<file path="config.mk">
export PLATFORM = sky130hd
export DESIGN_NAME = string_to_integer_parser
export DESIGN_NICKNAME = d
export VERILOG_FILES = /design/src/sv/stip_pkg.sv /design/src/sv/string_to_integer_parser.sv
export VERILOG_INCLUDE_DIRS = /design/src /design/src/sv
export SDC_FILE = /design/constraint.sdc
export NUM_CORES = 1
export LEC_CHECK = 0
export CAP_MARGIN = 20
export CELL_PAD_IN_SITES_DETAIL_PLACEMENT = 2
export CELL_PAD_IN_SITES_GLOBAL_PLACEMENT = 2
export CORE_UTILIZATION = 46
export CTS_CLUSTER_DIAMETER = 60
export CTS_CLUSTER_SIZE = 20
export DETAILED_ROUTE_END_ITERATION = 8
export DONT_BUFFER_PORTS = 1
export GPL_TIMING_DRIVEN = 0
export PLACE_DENSITY_LB_ADDON = 0.1
export SETUP_SLACK_MARGIN = 0.1
export SLEW_MARGIN = 15
export SYNTH_ARGS = -nofsm -noshare
export SYNTH_HDL_FRONTEND = slang
export SYNTH_SLANG_ARGS = --single-unit
</file>
<file path="constraint.sdc">
create_clock -name clk -period 10.4 [get_ports clk]
set_clock_uncertainty 0.1 [all_clocks]
set_input_delay 1.56 -clock clk [delete_from_list [all_inputs] [get_ports clk]]
set_output_delay 1.56 -clock clk [all_outputs]
set_load 0.005 [all_outputs]
</file>
<file path="src/sv/assert_macros.svh">
// Assertion macros used by string_to_integer_parser.sv.
`ifndef ASSERT_MACROS_SVH
`define ASSERT_MACROS_SVH

// Same-cycle implication, sampled on clk, off while rst_n is low.
`define ASSERT_NOW(lbl, ante, cons, msg) \
  lbl: assert property (@(posedge clk) disable iff (!rst_n) (ante) |-> (cons)) \
    else $error(msg);

// Next-cycle implication, sampled on clk, off while rst_n is low.
`define ASSERT_NEXT(lbl, ante, cons, msg) \
  lbl: assert property (@(posedge clk) disable iff (!rst_n) (ante) |=> (cons)) \
    else $error(msg);

`endif

</file>
<file path="src/sv/stip_pkg.sv">
// Types, character codes and digit decode for the string to integer parser.
package stip_pkg;

  localparam int unsigned VALUE_W = 32;
  localparam int unsigned BASE_W  = 6;
  localparam int unsigned CHAR_W  = 8;

  localparam logic [CHAR_W-1:0] CH_SPACE = 8'h20;
  localparam logic [CHAR_W-1:0] CH_TAB   = 8'h09;
  localparam logic [CHAR_W-1:0] CH_PLUS  = 8'h2B;
  localparam logic [CHAR_W-1:0] CH_MINUS = 8'h2D;
  localparam logic [CHAR_W-1:0] CH_0     = 8'h30;
  localparam logic [CHAR_W-1:0] CH_9     = 8'h39;
  localparam logic [CHAR_W-1:0] CH_UA    = 8'h41;
  localparam logic [CHAR_W-1:0] CH_UZ    = 8'h5A;
  localparam logic [CHAR_W-1:0] CH_LA    = 8'h61;
  localparam logic [CHAR_W-1:0] CH_LZ    = 8'h7A;
  localparam logic [CHAR_W-1:0] CH_UX    = 8'h58;
  localparam logic [CHAR_W-1:0] CH_LX    = 8'h78;

  localparam logic [BASE_W-1:0] BASE_OCT = 6'd8;
  localparam logic [BASE_W-1:0] BASE_DEC = 6'd10;
  localparam logic [BASE_W-1:0] BASE_HEX = 6'd16;

  typedef enum logic [4:0] {
    PH_SKIP   = 5'b00001,
    PH_FIRST  = 5'b00010,
    PH_ZERO   = 5'b00100,
    PH_DIGITS = 5'b01000,
    PH_DONE   = 5'b10000
  } phase_t;

  typedef struct packed {
    logic              ok;
    logic [BASE_W-1:0] val;
  } digit_t;

  // Digit or letter value, either case; ok low for anything else.
  function automatic digit_t digit_of(input logic [CHAR_W-1:0] c);
    digit_t d;
    d.ok  = 1'b1;
    d.val = '0;
    if (c inside {[CH_0:CH_9]}) begin
      d.val = BASE_W'(c - CH_0);
    end else if (c inside {[CH_UA:CH_UZ]}) begin
      d.val = BASE_W'(c - CH_UA + 8'd10);
    end else if (c inside {[CH_LA:CH_LZ]}) begin
      d.val = BASE_W'(c - CH_LA + 8'd10);
    end else begin
      d.ok = 1'b0;
    end
    return d;
  endfunction

endpackage

</file>
<file path="src/sv/string_to_integer_parser.sv">
// String to integer parser: strtol-style conversion with radix autodetect.
//
//  channel | dir | handshake            | payload
//  --------+-----+----------------------+----------------------------------
//  in_     | in  | in_tvalid/in_tready  | in_tdata[7:0] char_code, in_tlast
//  out_    | out | out_tvalid/out_tready| out_tdata[31:0] value (signed)
//  cfg_    | in  | cfg_tvalid/cfg_tready| cfg_tdata[5:0] radix, [7:6] zero
//
// One byte per cycle while in_tready is high. Each request updates the parse state in the
// cycle it is accepted; the one 32x6 multiply-add sits behind the state regs.
// A result appears on out_ the cycle after the byte with in_tlast is taken.
// rst_n is synchronous, active low; the phase returns to PH_SKIP, the rest of the parse state and radix to zero.
// The output register frees the input side: in_tready drops only while a
// result is held and out_tready is low. cfg_tready is always high.
`include "assert_macros.svh"

module string_to_integer_parser
  import stip_pkg::*;
(
  input  logic        clk,
  input  logic        rst_n,
  // input: [7:0] char_code
  input  logic [7:0]  in_tdata,
  input  logic        in_tlast,
  input  logic        in_tvalid,
  output logic        in_tready,
  // output: [31:0] value
  output logic [31:0] out_tdata,
  output logic        out_tvalid,
  input  logic        out_tready,
  // config: [5:0] radix, [7:6] unused
  input  logic [7:0]  cfg_tdata,
  input  logic        cfg_tvalid,
  output logic        cfg_tready
);

  // Parse state
  phase_t              phase_r, phase_nxt;
  logic [BASE_W-1:0]   base_r, base_nxt;
  logic                neg_r, neg_nxt;
  logic [VALUE_W-1:0]  acc_r, acc_nxt;
  logic [BASE_W-1:0]   radix_r;

  // Output register; the sign is applied on the way out
  logic                out_tvalid_r;
  logic [VALUE_W-1:0]  out_val_r;
  logic                out_neg_r;

  logic                in_acc;
  logic                load_out;
  digit_t              dig;
  logic [VALUE_W-1:0]  mac;

  assign in_tready  = !out_tvalid_r || out_tready;
  assign in_acc     = in_tvalid && in_tready;
  assign load_out   = in_acc && in_tlast;
  assign cfg_tready = 1'b1;

  assign dig = digit_of(in_tdata);
  // acc_r is zero until the first digit, so base_r need not be final before then.
  assign mac = VALUE_W'(acc_r * VALUE_W'(base_r)) + VALUE_W'(dig.val);

  always_comb begin
    phase_nxt = phase_r;
    base_nxt  = base_r;
    neg_nxt   = neg_r;
    acc_nxt   = acc_r;
    case (phase_r)
      PH_SKIP, PH_FIRST: begin
        if (phase_r == PH_SKIP && (in_tdata == CH_SPACE || in_tdata == CH_TAB)) begin
          phase_nxt = PH_SKIP;
        end else if (phase_r == PH_SKIP && in_tdata == CH_MINUS) begin
          neg_nxt   = 1'b1;
          phase_nxt = PH_FIRST;
        end else if (phase_r == PH_SKIP && in_tdata == CH_PLUS) begin
          phase_nxt = PH_FIRST;
        end else if (radix_r != '0) begin
          // fixed radix: take the byte as a digit
          base_nxt = radix_r;
          if (dig.ok) begin
            acc_nxt   = mac;
            phase_nxt = PH_DIGITS;
          end else begin
            phase_nxt = PH_DONE;
          end
        end else if (!dig.ok) begin
          phase_nxt = PH_DONE;
        end else if (dig.val == '0) begin
          // leading zero: octal unless an x follows
          base_nxt  = BASE_OCT;
          phase_nxt = PH_ZERO;
        end else begin
          base_nxt  = (dig.val < BASE_DEC) ? BASE_DEC : dig.val;
          acc_nxt   = mac;
          phase_nxt = PH_DIGITS;
        end
      end
      PH_ZERO: begin
        if (in_tdata == CH_LX || in_tdata == CH_UX) begin
          base_nxt  = BASE_HEX;
          phase_nxt = PH_DIGITS;
        end else if (dig.ok) begin
          acc_nxt   = mac;
          phase_nxt = PH_DIGITS;
        end else begin
          phase_nxt = PH_DONE;
        end
      end
      PH_DIGITS: begin
        if (dig.ok) begin
          acc_nxt = mac;
        end else begin
          phase_nxt = PH_DONE;
        end
      end
      default: begin
        phase_nxt = PH_DONE;
      end
    endcase
  end

  always_ff @(posedge clk) begin
    if (!rst_n) begin
      phase_r <= PH_SKIP;
      base_r  <= '0;
      neg_r   <= 1'b0;
      acc_r   <= '0;
      radix_r <= '0;
    end else begin
      if (cfg_tvalid && cfg_tready) begin
        radix_r <= cfg_tdata[BASE_W-1:0];
      end
      if (in_acc) begin
        if (in_tlast) begin
          // end of string: back to the start for the next one
          phase_r <= PH_SKIP;
          base_r  <= '0;
          neg_r   <= 1'b0;
          acc_r   <= '0;
        end else begin
          phase_r <= phase_nxt;
          base_r  <= base_nxt;
          neg_r   <= neg_nxt;
          acc_r   <= acc_nxt;
        end
      end
    end
  end

  always_ff @(posedge clk) begin
    if (!rst_n) begin
      out_tvalid_r <= 1'b0;
    end else if (load_out) begin
      out_tvalid_r <= 1'b1;
    end else if (out_tready) begin
      out_tvalid_r <= 1'b0;
    end
  end

  always_ff @(posedge clk) begin
    if (load_out) begin
      out_val_r <= acc_nxt;
      out_neg_r <= neg_nxt;
    end
  end

  assign out_tvalid = out_tvalid_r;
  assign out_tdata  = out_neg_r ? (VALUE_W'(0) - out_val_r) : out_val_r;

  // Checks
  `ASSERT_NEXT(a_last_gives_result, in_tvalid && in_tready && in_tlast, out_tvalid,
               "last byte taken but no result pending")
  `ASSERT_NEXT(a_last_clears_state, in_tvalid && in_tready && in_tlast,
               phase_r == PH_SKIP && acc_r == '0 && !neg_r,
               "parse state not cleared after end of string")
  `ASSERT_NOW(a_acc_zero_before_digits,
              phase_r == PH_SKIP || phase_r == PH_FIRST || phase_r == PH_ZERO,
              acc_r == '0, "accumulator nonzero before first digit")
  `ASSERT_NOW(a_zero_is_octal, phase_r == PH_ZERO, base_r == BASE_OCT,
              "leading-zero phase without octal base")

endmodule
</file>
==> results of run 1 <==
worst register-to-register path: stages, from the launching register on:
cell,delay [ns]
dfxtp_1,0.35
clkbuf_1,0.44
clkbuf_1,0.62
nand2_1,0.18
fa_1,0.52
fa_1,0.56
inv_1,0.06
fa_1,0.50
fa_1,0.50
ha_1,0.42
o211ai_1,0.17
or3_1,0.42
a21oi_1,0.40
o2111ai_1,0.31
a21oi_1,0.50
o41ai_1,0.20
o21ai_0,0.27
xnor2_1,0.21
mux2i_1,0.22
cell families (layout without fill, tap and decap cells):
family          Yosys count  in the layout  share of synthesized area [%]
compound gates          248            248                          16.31
xor+xnor                 72             72                          5.970
fa+ha+maj               186            186                          29.92
buf+inv                 117            133                          4.667
flops                    84             84                          19.05
mux                      35             35                          3.767
other cells               1              1                        0.03550
simple gates            398            398                          20.28
power breakdown:
group | internal, mW | switching, mW | leakage [nW] | total [mW]
combinational | 0.0504 | 0.0988 | 4.21 | 0.149
clock | 0.165 | 0.146 | 0.134 | 0.310
sequential | 0.352 | 0.00993 | 0.731 | 0.362
layer usage:
layer	part of all wire, %	vias to the layer above	global-route usage [%]
met1	44	4511	41.15
met5	0	-	0
met4	2.4	0	10.38
met2	49	228	54.48
li1	-	3966	-
met3	4.4	61	4.453
through the flow:
step                      total power [mW]  cell area, um2  hold WS [ns]  instances  util [%]
after floorplan                     0.4714           10560        0.3626       1141         -
after detailed placement            0.5179           10920        0.3961       1426     48.38
final                               0.8217           11200        0.4046       1442     49.60
after CTS                           0.8253           11200        0.4055       1442     49.60
after global routing                0.8503           11200        0.4456       1442     49.60
after global placement              0.5122           10920        0.3819       1426     48.38
synth_stat cells, drive strengths merged (3+ instances only):
| library cell | number | area, um2 |
|---|---|---|
| and2 | 149 | 932.1 |
| fa | 111 | 2222 |
| nand2 | 86 | 322.8 |
| ha | 75 | 938.4 |
| a21oi | 65 | 329.1 |
| nor2 | 63 | 236.5 |
| inv | 62 | 232.7 |
| xnor2 | 57 | 499.2 |
| dfxtp | 51 | 1021 |
| o21ai | 50 | 254.0 |
| clkbuf | 40 | 150.1 |
| edfxtp | 33 | 991.0 |
| mux2 | 23 | 277.8 |
| nand3 | 20 | 112.6 |
| a21o | 16 | 120.1 |
| buf | 15 | 110.1 |
| nand2b | 15 | 93.84 |
| nor3 | 15 | 85.08 |
| xor2 | 15 | 131.4 |
| a22oi | 13 | 97.59 |
| o31ai | 13 | 102.6 |
| a31oi | 12 | 90.09 |
| mux2i | 12 | 120.1 |
| or3 | 11 | 68.82 |
| a22o | 10 | 87.58 |
| or2 | 8 | 50.05 |
| and3 | 7 | 43.79 |
| o41ai | 7 | 87.59 |
| o21a | 6 | 45.04 |
| or4 | 6 | 45.04 |
| a211oi | 5 | 37.54 |
| a21boi | 5 | 41.29 |
| o211ai | 5 | 37.54 |
| o21bai | 5 | 37.54 |
| a31o | 4 | 35.03 |
| nor2b | 4 | 25.02 |
| a2111oi | 3 | 45.05 |
| a221o | 3 | 30.03 |
| a221oi | 3 | 26.28 |
| nand3b | 3 | 22.52 |
| nand4 | 3 | 18.77 |
| o211a | 3 | 30.03 |
| o22a | 3 | 26.28 |
| o22ai | 3 | 18.77 |
worst paths after layout:
kind,endpoint,slack (ns),cells past startpoint
worst max-delay path,out_val_r[31],3.16,18
worst min-delay path,acc_r[31],0.40,2
worst max register to register,out_val_r[31],3.16,18
worst min register to register,acc_r[31],0.40,2
cell type report:
class                      count  area [um2]
fill                        2433       11380
tap                          285       356.6
sequential                    84        2012
clock inverter                 6       47.55
clock buffer                  10       229.0
inverter                      62       232.7
multi-input combinational    940        8058
buffer                        55       260.3
registers in the layout, summed over array words and instances (netlist names):
name	cells
neg_r	1
base_r	6
out_val_r	32
phase_r	5
out_neg_r	1
radix_r	6
out_tvalid	1
acc_r	32
cell usage in the layout (no fill, tap or decap), drive strengths merged, types with 6 or more instances in the layout:
master,synthesis,layout
a21oi,65,65
mux2,23,23
nor3,15,15
o31ai,13,13
a22oi,13,13
o21a,6,6
or2,8,8
fa,111,111
a31oi,12,12
nand3,20,20
xnor2,57,57
nand2b,15,15
clkbuf,40,50
xor2,15,15
edfxtp,33,33
a21o,16,16
and3,7,7
inv,62,65
nand2,86,86
mux2i,12,12
o21ai,50,50
a22o,10,10
ha,75,75
buf,15,15
or4,6,6
or3,11,11
o41ai,7,7
nor2,63,63
dfxtp,51,51
and2,149,149
==> impl_results.html, run 1 <==
<table>
<tr><th>Metric</th><th>Value</th></tr>
<tr><th colspan="2">CTS</th></tr>
<tr><td>Clock slew seen by the registers of the worst setup and hold paths</td><td>0.07 ns</td></tr>
<tr><td>Total clock buffers created by CTS</td><td>9</td></tr>
<tr><td>Post-CTS Setup Inserts</td><td>0</td></tr>
<tr><td>Post-CTS Hold Fix Bufs</td><td>0</td></tr>
<tr><td>Later-pin clock latency in the skew report</td><td>0.36 ns</td></tr>
<tr><td>Count of H-tree levels built during CTS</td><td>3</td></tr>
<tr><td>Clock sink count</td><td>84</td></tr>
<tr><td>Buffer cell driving the clock tree root</td><td>clkbuf_16</td></tr>
<tr><td>Quantity of gates resized following cts</td><td>0</td></tr>
<tr><td>CTS tree</td><td>yes</td></tr>
<tr><td>Buffer depth of the longest clock path</td><td>2</td></tr>
<tr><th colspan="2">STA</th></tr>
<tr><td>Transition time at the pin with the least slew margin</td><td>0.8144 ns</td></tr>
<tr><td>Max-slew violation total from the final report</td><td>0</td></tr>
<tr><td>Slew margin rel.</td><td>45.12%</td></tr>
<tr><td>Upper clock frequency limit</td><td>138.2 MHz</td></tr>
<tr><td>Minimum setup slack in the final design</td><td>3.163 ns</td></tr>
<tr><td>Setup violations, final</td><td>0</td></tr>
<tr><td>Part of the cycle the worst path needs</td><td>69.59%</td></tr>
<tr><td>Endpoints failing hold</td><td>0</td></tr>
<tr><td>Setup repair after global routing missed its margin</td><td>false</td></tr>
<tr><td>Final TNS setup</td><td>0 ns</td></tr>
<tr><td>Post-route minimum period</td><td>7.237 ns</td></tr>
<tr><th colspan="2">Power</th></tr>
<tr><td>Worst vdd rail ir drop</td><td>68.34 uV</td></tr>
<tr><td>Power density over the cells</td><td>between 70 and 80 nW/um2</td></tr>
<tr><td>Leakage power</td><td>5.077 nW</td></tr>
<tr><th colspan="2">Final layout</th></tr>
<tr><td>Syn-to-layout area delta</td><td>5.993%</td></tr>
<tr><td>NumNets Final</td><td>between 1,000 and 1,500</td></tr>
<tr><td>Ant. Diodes</td><td>0</td></tr>
<tr><td>Fraction of layout instances using a drive strength above 1</td><td>6.655%</td></tr>
<tr><th colspan="2">Placed design</th></tr>
<tr><td>Worst setup slack before clock tree synthesis</td><td>2.870 ns</td></tr>
<tr><td>Post-DP HPWL</td><td>28,580 um</td></tr>
<tr><td>Quantity of I/O buffers inserted on ports</td><td>0</td></tr>
<tr><td>Final weighted congestion in routability-driven placement</td><td>0.8429</td></tr>
<tr><th colspan="2">Floorplan</th></tr>
<tr><td>Top-level port count</td><td>57</td></tr>
<tr><td>Initial core utilization</td><td>46.80%</td></tr>
<tr><td>Die X-Extent</td><td>153.5 um</td></tr>
<tr><td>Std-Cell Rows</td><td>55</td></tr>
<tr><td>Total Die Area</td><td>23,570 um2</td></tr>
<tr><td>Vertical die dimension</td><td>between 150 and 200 um</td></tr>
<tr><td>Core Area</td><td>22,570 um2</td></tr>
<tr><th colspan="2">Critical path</th></tr>
<tr><td>Cell with the biggest individual delay on the critical path</td><td>clkbuf_1</td></tr>
<tr><td>Slowest cell delay on critical path</td><td>0.62 ns</td></tr>
<tr><td>Data arrival time of the worst path</td><td>7.20 ns</td></tr>
<tr><td>Setup crit start</td><td>base_r[4]</td></tr>
<tr><td>Cell family contributing the most delay on the critical path</td><td>adder cells</td></tr>
<tr><td>Launch instance of the worst register-to-register path</td><td>base_r[4]</td></tr>
<tr><td>Crit path buf inv count</td><td>3</td></tr>
<tr><td>Critical Path Source Type</td><td>flip-flop</td></tr>
<tr><td>Critical path fanouts, max</td><td>10</td></tr>
<tr><td>Worst Setup Path Type</td><td>flip-flop to flip-flop</td></tr>
<tr><td>Worst path cell trace</td><td>clkbuf_1 &gt; clkbuf_1 &gt; nand2_1 &gt; fa_1 &gt; fa_1 &gt; inv_1 &gt; fa_1 &gt; fa_1 &gt; ha_1 &gt; o211ai_1 &gt; or3_1 &gt; a21oi_1 &gt; o2111ai_1 &gt; a21oi_1 &gt; o41ai_1 &gt; o21ai_0 &gt; xnor2_1 &gt; mux2i_1</td></tr>
<tr><td>Crit. End Element</td><td>flip-flop</td></tr>
<tr><td>Required time of the worst setup path</td><td>10.36 ns</td></tr>
<tr><td>Worst path most repeated cell</td><td>fa_1</td></tr>
<tr><th colspan="2">Yosys</th></tr>
<tr><td>Number of storage elements in the synthesis netlist</td><td>84</td></tr>
<tr><td>Share of synthesized area occupied by flip-flops and latches</td><td>19.05%</td></tr>
<tr><td>Number of warnings printed during yosys synthesis</td><td>0</td></tr>
<tr><td>Synth Instances</td><td>1,141</td></tr>
<tr><td>Asr flop ratio synth</td><td>0%</td></tr>
<tr><td>Post-Syn Area per Cell</td><td>9.257 um2</td></tr>
<tr><td>Cell area after synthesis</td><td>10,560 um2</td></tr>
<tr><td>Synth Flop Type</td><td>dfxtp_1</td></tr>
<tr><td>Unique cell type count in the Yosys netlist</td><td>79</td></tr>
<tr><td>Post-synth EDFFs</td><td>33</td></tr>
<tr><td>Post-synth net total</td><td>1,349</td></tr>
<tr><th colspan="2">Routing</th></tr>
<tr><td>First-pass iteration count of the detailed router</td><td>4</td></tr>
<tr><td>Count of nets left with antenna violations after detail routing</td><td>0</td></tr>
<tr><td>First DRT Iteration DRCs</td><td>392</td></tr>
<tr><td>Average vias per placed instance</td><td>6.079</td></tr>
<tr><td>Detailed-route via count</td><td>8,766</td></tr>
<tr><td>Drc violations</td><td>0</td></tr>
<tr><td>Average detailed-routed wire length per instance</td><td>24.71 um</td></tr>
<tr><td>Total Routed Length</td><td>35,640 um</td></tr>
<tr><th colspan="2">Run status</th></tr>
<tr><td>Result of the run</td><td>finished clean</td></tr>
<tr><th colspan="2">Global route</th></tr>
<tr><td>Antenna violations before repair</td><td>1</td></tr>
<tr><td>Pin count of the biggest net entering global routing</td><td>35</td></tr>
<tr><td>GR Util All Layers</td><td>31.74%</td></tr>
<tr><td>Number of global-route vias before repair</td><td>9,975</td></tr>
<tr><td>GR Overflow Total</td><td>0</td></tr>
<tr><td>First-pass GRT wire length</td><td>56,880 um</td></tr>
<tr><th colspan="2">Worst hold path</th></tr>
<tr><td>Start point of the worst min-delay path</td><td>acc_r[31]</td></tr>
<tr><td>Type of the most critical hold path</td><td>flip-flop to flip-flop</td></tr>
<tr><th colspan="2">Run</th></tr>
<tr><td>Number of max-cap violations</td><td>0</td></tr>
</table>
No activity file was read; power rests on OpenSTA's default activity.
==> run 2: changes to the inputs <==
--- a/config.mk
+++ b/config.mk
@@ -9,7 +9,7 @@
 export CAP_MARGIN = 20
 export CELL_PAD_IN_SITES_DETAIL_PLACEMENT = 2
 export CELL_PAD_IN_SITES_GLOBAL_PLACEMENT = 2
-export CORE_UTILIZATION = 46
+export CORE_UTILIZATION = 42
 export CTS_CLUSTER_DIAMETER = 60
 export CTS_CLUSTER_SIZE = 20
 export DETAILED_ROUTE_END_ITERATION = 8
==> constraint.sdc (replaced) <==
create_clock -name clk -period 6.9 [get_ports clk]
set_clock_uncertainty 0.1 [all_clocks]
set_input_delay 1.035 -clock clk [delete_from_list [all_inputs] [get_ports clk]]
set_output_delay 1.035 -clock clk [all_outputs]
set_load 0.005 [all_outputs]
==> impl_results.html, run 2 (synthesis gave the netlist of run 1 again) <==
<table>
<tr><th>Metric</th><th>Value</th></tr>
<tr><th colspan="2">CTS</th></tr>
<tr><td>Post-CTS Setup Inserts</td><td>0 (unchanged)</td></tr>
<tr><td>Total clock buffers created by CTS</td><td>9 (unchanged)</td></tr>
<tr><td>Clock slew seen by the registers of the worst setup and hold paths</td><td>0.07 ns (about the same)</td></tr>
<tr><td>Clock sink count</td><td>84 (unchanged)</td></tr>
<tr><td>Later-pin clock latency in the skew report</td><td>0.36 ns (about the same)</td></tr>
<tr><td>Post-CTS Hold Fix Bufs</td><td>0 (unchanged)</td></tr>
<tr><td>Buffer depth of the longest clock path</td><td>2 (unchanged)</td></tr>
<tr><td>CTS tree</td><td>yes</td></tr>
<tr><td>Buffer cell driving the clock tree root</td><td>clkbuf_16</td></tr>
<tr><td>Count of H-tree levels built during CTS</td><td>3 (unchanged)</td></tr>
<tr><th colspan="2">Placed design</th></tr>
<tr><td>Final weighted congestion in routability-driven placement</td><td>0.8693 (+3.1%)</td></tr>
<tr><td>Number of placed cells counting well taps</td><td>1,465 (+2.7%)</td></tr>
<tr><td>Quantity of I/O buffers inserted on ports</td><td>0 (unchanged)</td></tr>
<tr><td>Post-DP HPWL</td><td>27,840 um (-2.6%)</td></tr>
<tr><th colspan="2">Critical path</th></tr>
<tr><td>Crit path buf inv count</td><td>2 (-1)</td></tr>
<tr><td>Required time of the worst setup path</td><td>6.84 ns (-3.52 ns)</td></tr>
<tr><td>Worst path most repeated cell</td><td>fa_1</td></tr>
<tr><td>Critical path fanouts, max</td><td>10 (unchanged)</td></tr>
<tr><td>Cell with the biggest individual delay on the critical path</td><td>fa_1</td></tr>
<tr><td>Crit. End Element</td><td>flip-flop</td></tr>
<tr><td>Worst Setup Path Type</td><td>flip-flop to flip-flop</td></tr>
<tr><td>Data arrival time of the worst path</td><td>6.44 ns (-0.76 ns)</td></tr>
<tr><td>Cell family contributing the most delay on the critical path</td><td>adder cells</td></tr>
<tr><td>Slowest cell delay on critical path</td><td>0.52 ns (-0.10 ns)</td></tr>
<tr><td>Worst path cell trace</td><td>clkbuf_1 &gt; clkbuf_1 &gt; and2_1 &gt; fa_1 &gt; fa_1 &gt; fa_1 &gt; ha_1 &gt; ha_1 &gt; a21oi_1 &gt; o21ai_0 &gt; a31o_2 &gt; o2111ai_1 &gt; a21oi_2 &gt; or3_1 &gt; and4b_1 &gt; o31ai_1 &gt; o21ai_0</td></tr>
<tr><td>Critical Path Source Type</td><td>flip-flop</td></tr>
<tr><th colspan="2">Floorplan</th></tr>
<tr><td>Vertical die dimension</td><td>160.6 um (+4.6%)</td></tr>
<tr><td>Top-level port count</td><td>57 (unchanged)</td></tr>
<tr><td>Core Area</td><td>24,460 um2 (+8.4%)</td></tr>
<tr><td>Initial core utilization</td><td>43.18% (-3.6 points)</td></tr>
<tr><td>Die X-Extent</td><td>160.6 um (+4.6%)</td></tr>
<tr><td>Total Die Area</td><td>25,790 um2 (+9.4%)</td></tr>
<tr><td>Std-Cell Rows</td><td>57 (+3.6%)</td></tr>
<tr><th colspan="2">STA</th></tr>
<tr><td>Upper clock frequency limit</td><td>153.8 MHz (+11%)</td></tr>
<tr><td>Endpoints failing hold</td><td>0 (unchanged)</td></tr>
<tr><td>Hold WS</td><td>0.4034 ns (-0.001248 ns)</td></tr>
<tr><td>Setup violations, final</td><td>0 (unchanged)</td></tr>
<tr><td>Final TNS setup</td><td>0 ns (unchanged)</td></tr>
<tr><td>Max-slew violation total from the final report</td><td>0 (unchanged)</td></tr>
<tr><td>Transition time at the pin with the least slew margin</td><td>0.8729 ns (+0.05852 ns)</td></tr>
<tr><td>Part of the cycle the worst path needs</td><td>94.21% (+25 points)</td></tr>
<tr><td>Slew margin rel.</td><td>41.17% (-3.9 points)</td></tr>
<tr><td>Setup repair after global routing missed its margin</td><td>false</td></tr>
<tr><td>Post-route minimum period</td><td>6.501 ns (-0.7365 ns)</td></tr>
<tr><th colspan="2">Final layout</th></tr>
<tr><td>Number of standard cells in the final layout excluding fillers</td><td>1,481 (+2.7%)</td></tr>
<tr><td>Most common library cell in the layout ignoring fill and taps</td><td>and2_1</td></tr>
<tr><td>Total area of multi-input combinational cells</td><td>8079 um2 (+0.26%)</td></tr>
<tr><td>Ant. Diodes</td><td>0 (unchanged)</td></tr>
<tr><td>Fraction of layout instances using a drive strength above 1</td><td>7.260% (+0.61 points)</td></tr>
<tr><td>Footprint of the flip-flops and latches</td><td>2013 um2 (about the same)</td></tr>
<tr><td>Top Registers</td><td>acc_r x32, out_val_r x32</td></tr>
<tr><td>Commonest cells after routing, fill and taps aside</td><td>and2_1 (149), fa_1 (111), nand2_1 (86)</td></tr>
<tr><td>Number of inserted filler cells in the final layout</td><td>2,673 (+9.9%)</td></tr>
<tr><td>Syn-to-layout area delta</td><td>7.024%</td></tr>
<tr><td>NumNets Final</td><td>1,360 (unchanged)</td></tr>
<tr><th colspan="2">Routing</th></tr>
<tr><td>Average detailed-routed wire length per instance</td><td>23.58 um (-4.6%)</td></tr>
<tr><td>First-pass iteration count of the detailed router</td><td>4 (unchanged)</td></tr>
<tr><td>First DRT Iteration DRCs</td><td>372 (-5.1%)</td></tr>
<tr><td>Total Routed Length</td><td>34,920 um (-2.0%)</td></tr>
<tr><td>Detailed-route via count</td><td>8,650 (-1.3%)</td></tr>
<tr><td>Average vias per placed instance</td><td>5.841 (-3.9%)</td></tr>
<tr><td>Drc violations</td><td>0 (unchanged)</td></tr>
<tr><td>Count of nets left with antenna violations after detail routing</td><td>0 (unchanged)</td></tr>
<tr><th colspan="2">Global route</th></tr>
<tr><td>Pin count of the biggest net entering global routing</td><td>35 (unchanged)</td></tr>
<tr><td>GR Util All Layers</td><td>28.28% (-3.5 points)</td></tr>
<tr><td>GR Overflow Total</td><td>0 (unchanged)</td></tr>
<tr><td>First-pass GRT wire length</td><td>55,900 um (-1.7%)</td></tr>
<tr><td>Number of global-route vias before repair</td><td>9,771 (-2.0%)</td></tr>
<tr><td>Antenna violations before repair</td><td>0 (-1)</td></tr>
<tr><th colspan="2">Power</th></tr>
<tr><td>Worst vdd rail ir drop</td><td>86.58 uV (+27%)</td></tr>
<tr><td>Power density over the cells</td><td>114.6 nW/um2 (+56%)</td></tr>
<tr><td>Leakage power</td><td>5.119 nW (+0.84%)</td></tr>
<tr><th colspan="2">Run status</th></tr>
<tr><td>Result of the run</td><td>finished clean</td></tr>
<tr><th colspan="2">Worst hold path</th></tr>
<tr><td>Type of the most critical hold path</td><td>flip-flop to flip-flop</td></tr>
<tr><th colspan="2">Run</th></tr>
<tr><td>Number of max-cap violations</td><td>0 (unchanged)</td></tr>
</table>
==> run 2: cell type report <==
type                    instances  share of cell area (%)
clock inverters                 6                  0.6309
plain buffers                  55                   2.335
multi-input cells             940                   71.47
inverters                      62                   2.059
clock buffers                  10                   2.114
well taps                     324                   3.586
flip-flops and latches         84                   17.81
==> run 2: worst paths after layout <==
path / from / cells past startpoint / end / slack, ns
max: base_r[3] / 17 / out_val_r[29] / 0.40
min: acc_r[31] / 2 / acc_r[31] / 0.40
max reg2reg: base_r[3] / 17 / out_val_r[29] / 0.40
min reg2reg: acc_r[31] / 2 / acc_r[31] / 0.40
==> run 2: metal layers <==
layer	part of all wire, %	GRT usage, %	routed length, um
met5	0	0	0
met3	3.1	3.022	1094
met1	47	38.00	16480
met2	48	48.62	16840
met4	1.4	6.797	496
==> run 2: power breakdown <==
part / switching [mW] / leakage (nW) / total [mW] / internal, mW
registers: 0.0155 / 0.732 / 0.547 / 0.531
clock network: 0.229 / 0.153 / 0.524 / 0.295
logic: 0.149 / 4.24 / 0.225 / 0.0763
==> run 2: per-stage QoR <==
step	area (um2)	worst slack [ns]	utilization (%)	power [mW]
floorplan	10560	1.300	-	0.7105
global placement	10970	-0.1133	44.84	0.7744
detailed placement	10970	-0.3088	44.84	0.7814
CTS	11290	0.1967	46.14	1.299
global route	11300	0.1221	46.21	1.337
finish	11300	0.3992	46.21	1.296
==> run 2: worst register-to-register path, delay by kind of cell, from the launching register on <==
| kind | cells | cell delay, ns |
|---|---|---|
| flops | 1 | 0.36 |
| buf+inv | 2 | 0.91 |
| fa+ha+maj | 5 | 2.15 |
| compound gates | 7 | 1.81 |
| simple gates | 3 | 0.86 |
==> run 2: what timing repair did <==
action | CTS | global route
setup endpoints to repair | 7 | 5
cloned | 0 | 0
gates resized for setup | 4 | 4
==> run 3: changes to the inputs <==
--- a/config.mk
+++ b/config.mk
@@ -14,7 +14,6 @@
 export CTS_CLUSTER_SIZE = 20
 export DETAILED_ROUTE_END_ITERATION = 8
 export DONT_BUFFER_PORTS = 1
-export GPL_TIMING_DRIVEN = 0
 export PLACE_DENSITY_LB_ADDON = 0.1
 export SETUP_SLACK_MARGIN = 0.1
 export SLEW_MARGIN = 15
==> constraint.sdc (replaced) <==
create_clock -name clk -period 6.5 [get_ports clk]
set_clock_uncertainty 0.1 [all_clocks]
set_input_delay 0.975 -clock clk [delete_from_list [all_inputs] [get_ports clk]]
set_output_delay 0.975 -clock clk [all_outputs]
set_load 0.005 [all_outputs]
==> impl_results.html, run 3 (synthesis gave the netlist of run 1 again) <==
<table>
<tr><th>Metric</th><th>Value</th></tr>
<tr><th colspan="2">Floorplan</th></tr>
<tr><td>Die X-Extent</td><td>160.6 um (unchanged)</td></tr>
<tr><td>Vertical die dimension</td><td>160.6 um (unchanged)</td></tr>
<tr><td>Top-level port count</td><td>57 (unchanged)</td></tr>
<tr><td>Total Die Area</td><td>25,790 um2 (unchanged)</td></tr>
<tr><td>Initial core utilization</td><td>43.18% (unchanged)</td></tr>
<tr><td>Std-Cell Rows</td><td>57 (unchanged)</td></tr>
<tr><td>Core Area</td><td>24,460 um2 (unchanged)</td></tr>
<tr><th colspan="2">STA</th></tr>
<tr><td>Max-slew violation total from the final report</td><td>0 (unchanged)</td></tr>
<tr><td>Transition time at the pin with the least slew margin</td><td>1.060 ns (+0.1871 ns)</td></tr>
<tr><td>Slew margin rel.</td><td>29.34% (-12 points)</td></tr>
<tr><td>Endpoints failing hold</td><td>0 (unchanged)</td></tr>
<tr><td>Upper clock frequency limit</td><td>164.1 MHz</td></tr>
<tr><td>Minimum setup slack in the final design</td><td>0.4076 ns (+0.008446 ns)</td></tr>
<tr><td>Setup repair after global routing missed its margin</td><td>false</td></tr>
<tr><td>Post-route minimum period</td><td>6.092 ns</td></tr>
<tr><td>Part of the cycle the worst path needs</td><td>a little over nine tenths</td></tr>
<tr><td>Setup violations, final</td><td>0 (unchanged)</td></tr>
<tr><td>Hold WS</td><td>0.4242 ns (+0.02086 ns)</td></tr>
<tr><th colspan="2">Global route</th></tr>
<tr><td>First-pass GRT wire length</td><td>54,080 um (-3.3%)</td></tr>
<tr><td>Grt met3 use</td><td>3.642% (+0.62 points)</td></tr>
<tr><td>Number of global-route vias before repair</td><td>9,401 (-3.8%)</td></tr>
<tr><td>GR Util All Layers</td><td>27.22% (-1.1 points)</td></tr>
<tr><td>Pin count of the biggest net entering global routing</td><td>35 (unchanged)</td></tr>
<tr><td>Met2 Usage GRT</td><td>46.16% (-2.5 points)</td></tr>
<tr><td>GR Overflow Total</td><td>0 (unchanged)</td></tr>
<tr><td>Fraction of met1 tracks used by global routing</td><td>37.12% (-0.89 points)</td></tr>
<tr><td>Antenna violations before repair</td><td>0 (unchanged)</td></tr>
<tr><td>Most crowded layer after global routing</td><td>met2</td></tr>
<tr><th colspan="2">Critical path</th></tr>
<tr><td>Cell with the biggest individual delay on the critical path</td><td>or4b_4</td></tr>
<tr><td>Worst path cell trace</td><td>inv_1 &gt; ha_1 &gt; or4b_4 &gt; a21boi_2 &gt; a311o_4 &gt; nand3_1 &gt; o211ai_1 &gt; fa_1 &gt; ha_1 &gt; a2111oi_0 &gt; a21oi_1 &gt; nand3_1 &gt; a21oi_1 &gt; o31a_1 &gt; o21ai_0 &gt; o21ai_0 &gt; xor2_1 &gt; mux2_2</td></tr>
<tr><td>Data arrival time of the worst path</td><td>6.08 ns (-0.36 ns)</td></tr>
<tr><td>Required time of the worst setup path</td><td>6.49 ns (-0.35 ns)</td></tr>
<tr><td>Cell family contributing the most delay on the critical path</td><td>compound AO/OA/AOI/OAI gates</td></tr>
<tr><td>Crit path buf inv count</td><td>1 (-1)</td></tr>
<tr><td>Worst Setup Path Type</td><td>input pin to flip-flop</td></tr>
<tr><td>Slowest cell delay on critical path</td><td>0.59 ns (+0.07 ns)</td></tr>
<tr><td>Critical Path Source Type</td><td>input pin</td></tr>
<tr><td>R2R depth</td><td>16 (-1)</td></tr>
<tr><td>Crit. End Element</td><td>flip-flop</td></tr>
<tr><td>Instance count on the critical path</td><td>18 (+1)</td></tr>
<tr><td>Critical path fanouts, max</td><td>8 (-2)</td></tr>
<tr><th colspan="2">Final layout</th></tr>
<tr><td>Number of inserted filler cells in the final layout</td><td>2,684 (+0.41%)</td></tr>
<tr><td>Ant. Diodes</td><td>0 (unchanged)</td></tr>
<tr><td>Fraction of layout instances using a drive strength above 1</td><td>8.021% (+0.76 points)</td></tr>
<tr><td>Top Registers</td><td>acc_r x32, out_val_r x32</td></tr>
<tr><td>Most common library cell in the layout ignoring fill and taps</td><td>and2_1</td></tr>
<tr><td>NumNets Final</td><td>1,325 (-2.6%)</td></tr>
<tr><td>Commonest cells after routing, fill and taps aside</td><td>and2_1 (149), fa_1 (111), nand2_1 (86)</td></tr>
<tr><td>Utilization of the core after routing</td><td>45.71% (-0.51 points)</td></tr>
<tr><td>Syn-to-layout area delta</td><td>5.851%</td></tr>
<tr><th colspan="2">Placed design</th></tr>
<tr><td>Quantity of I/O buffers inserted on ports</td><td>0 (unchanged)</td></tr>
<tr><td>Post-DP HPWL</td><td>26,580 um (-4.5%)</td></tr>
<tr><td>Final weighted congestion in routability-driven placement</td><td>0.8798 (+1.2%)</td></tr>
<tr><td>Worst setup slack before clock tree synthesis</td><td>-0.01888 ns (+0.2899 ns)</td></tr>
<tr><th colspan="2">CTS</th></tr>
<tr><td>Count of H-tree levels built during CTS</td><td>3 (unchanged)</td></tr>
<tr><td>Total clock buffers created by CTS</td><td>9 (unchanged)</td></tr>
<tr><td>CTS tree</td><td>yes</td></tr>
<tr><td>Post-CTS Setup Inserts</td><td>0 (unchanged)</td></tr>
<tr><td>Buffer cell driving the clock tree root</td><td>clkbuf_16</td></tr>
<tr><td>Post-CTS Hold Fix Bufs</td><td>0 (unchanged)</td></tr>
<tr><td>Buffer depth of the longest clock path</td><td>2 (unchanged)</td></tr>
<tr><td>Later-pin clock latency in the skew report</td><td>0.36 ns (about the same)</td></tr>
<tr><td>Clock slew seen by the registers of the worst setup and hold paths</td><td>0.07 ns (about the same)</td></tr>
<tr><td>Clock sink count</td><td>84 (unchanged)</td></tr>
<tr><th colspan="2">Power</th></tr>
<tr><td>Power density over the cells</td><td>119.9 nW/um2 (+4.6%)</td></tr>
<tr><td>Leakage power</td><td>5.081 nW (-0.75%)</td></tr>
<tr><td>Worst vdd rail ir drop</td><td>110.9 uV (+28%)</td></tr>
<tr><th colspan="2">Routing</th></tr>
<tr><td>Average detailed-routed wire length per instance</td><td>23.46 um (-0.48%)</td></tr>
<tr><td>First-pass iteration count of the detailed router</td><td>4 (unchanged)</td></tr>
<tr><td>Total Routed Length</td><td>33,930 um (-2.8%)</td></tr>
<tr><td>Detailed-route via count</td><td>8,484 (-1.9%)</td></tr>
<tr><td>Count of nets left with antenna violations after detail routing</td><td>0 (unchanged)</td></tr>
<tr><td>Average vias per placed instance</td><td>5.867 (+0.45%)</td></tr>
<tr><td>First DRT Iteration DRCs</td><td>351 (-5.6%)</td></tr>
<tr><td>Drc violations</td><td>0 (unchanged)</td></tr>
<tr><th colspan="2">Worst hold path</th></tr>
<tr><td>Type of the most critical hold path</td><td>flip-flop to flip-flop</td></tr>
<tr><td>Instance count along the most critical hold path</td><td>1 (-1)</td></tr>
<tr><th colspan="2">Run status</th></tr>
<tr><td>Result of the run</td><td>finished clean</td></tr>
<tr><th colspan="2">Run</th></tr>
<tr><td>Number of max-cap violations</td><td>0 (unchanged)</td></tr>
</table>
[run 3: changes by cell type in the layout (fill, tap and decap cells not counted), moves of 3 or more]
cell	delta
buf_2	-4
clkbuf_1	-35
clkbuf_2	-3
dfxtp_2	+3
buf_4	+15
dfxtp_1	-3
buf_6	-4
[run 3: stage by stage]
| step | power, mW | instance area, um2 | setup TNS (ns) | instances |
|---|---|---|---|---|
| 3_5_place_dp | 0.8185 | 10860 | -0.01888 | 1430 |
| 4_1_cts | 1.345 | 11160 | 0 | 1446 |
| 5_1_grt | 1.387 | 11180 | 0 | 1446 |
| 3_3_place_gp | 0.8096 | 10860 | 0 | 1429 |
| 6_report | 1.340 | 11180 | 0 | 1446 |
| 2_1_floorplan | 0.7542 | 10560 | 0 | 1141 |
[run 3: power by group]
group	internal [mW]	switching (mW)
combinational	0.0768	0.141
sequential	0.564	0.0256
clock	0.300	0.233
[run 3: worst register-to-register path, cell delays in order, from the launching register on]
cell and delay, ns:
dfxtp_1 0.58, nand2_1 0.16, fa_1 0.52, fa_1 0.55, inv_1 0.06, fa_1 0.50
fa_1 0.49, ha_1 0.37, a2111oi_0 0.42, a21oi_1 0.13, nand3_1 0.21, a21oi_1 0.16
o31a_1 0.37, o21ai_0 0.36, o21ai_0 0.27, xor2_1 0.19, mux2_2 0.34
[run 3: final timing paths]
kind	from	endpoint	slack, ns
worst max-delay path	in_tdata[1]	out_val_r[30]	0.41
worst min-delay path	neg_r	neg_r	0.42
worst max register to register	base_r[5]	out_val_r[30]	0.46
worst min register to register	neg_r	neg_r	0.42
[run 3: per-layer routing]
layer	share of wire [%]	vias up
met5	0	-
met4	0.99	0
met3	3.5	24
met2	48	139
met1	47	4427
li1	-	3894
[run 3: repair_timing]
action | 4_1_cts | 5_1_grt
setup endpoints to repair | 0 | 7
endpoints found under the hold margin | 0 | 0
gates resized for setup | 0 | 7
[run 3: cell type report]
cell class	count	area (um2)	area share (%)
clock buffer	11	232.7	2.081
clock inverter	5	62.56	0.5595
inverter	62	232.7	2.081
multi-input combinational	940	8080	72.27
sequential	84	2017	18.04
tap	324	405.4	3.626
timing repair buffer	20	150.1	1.343
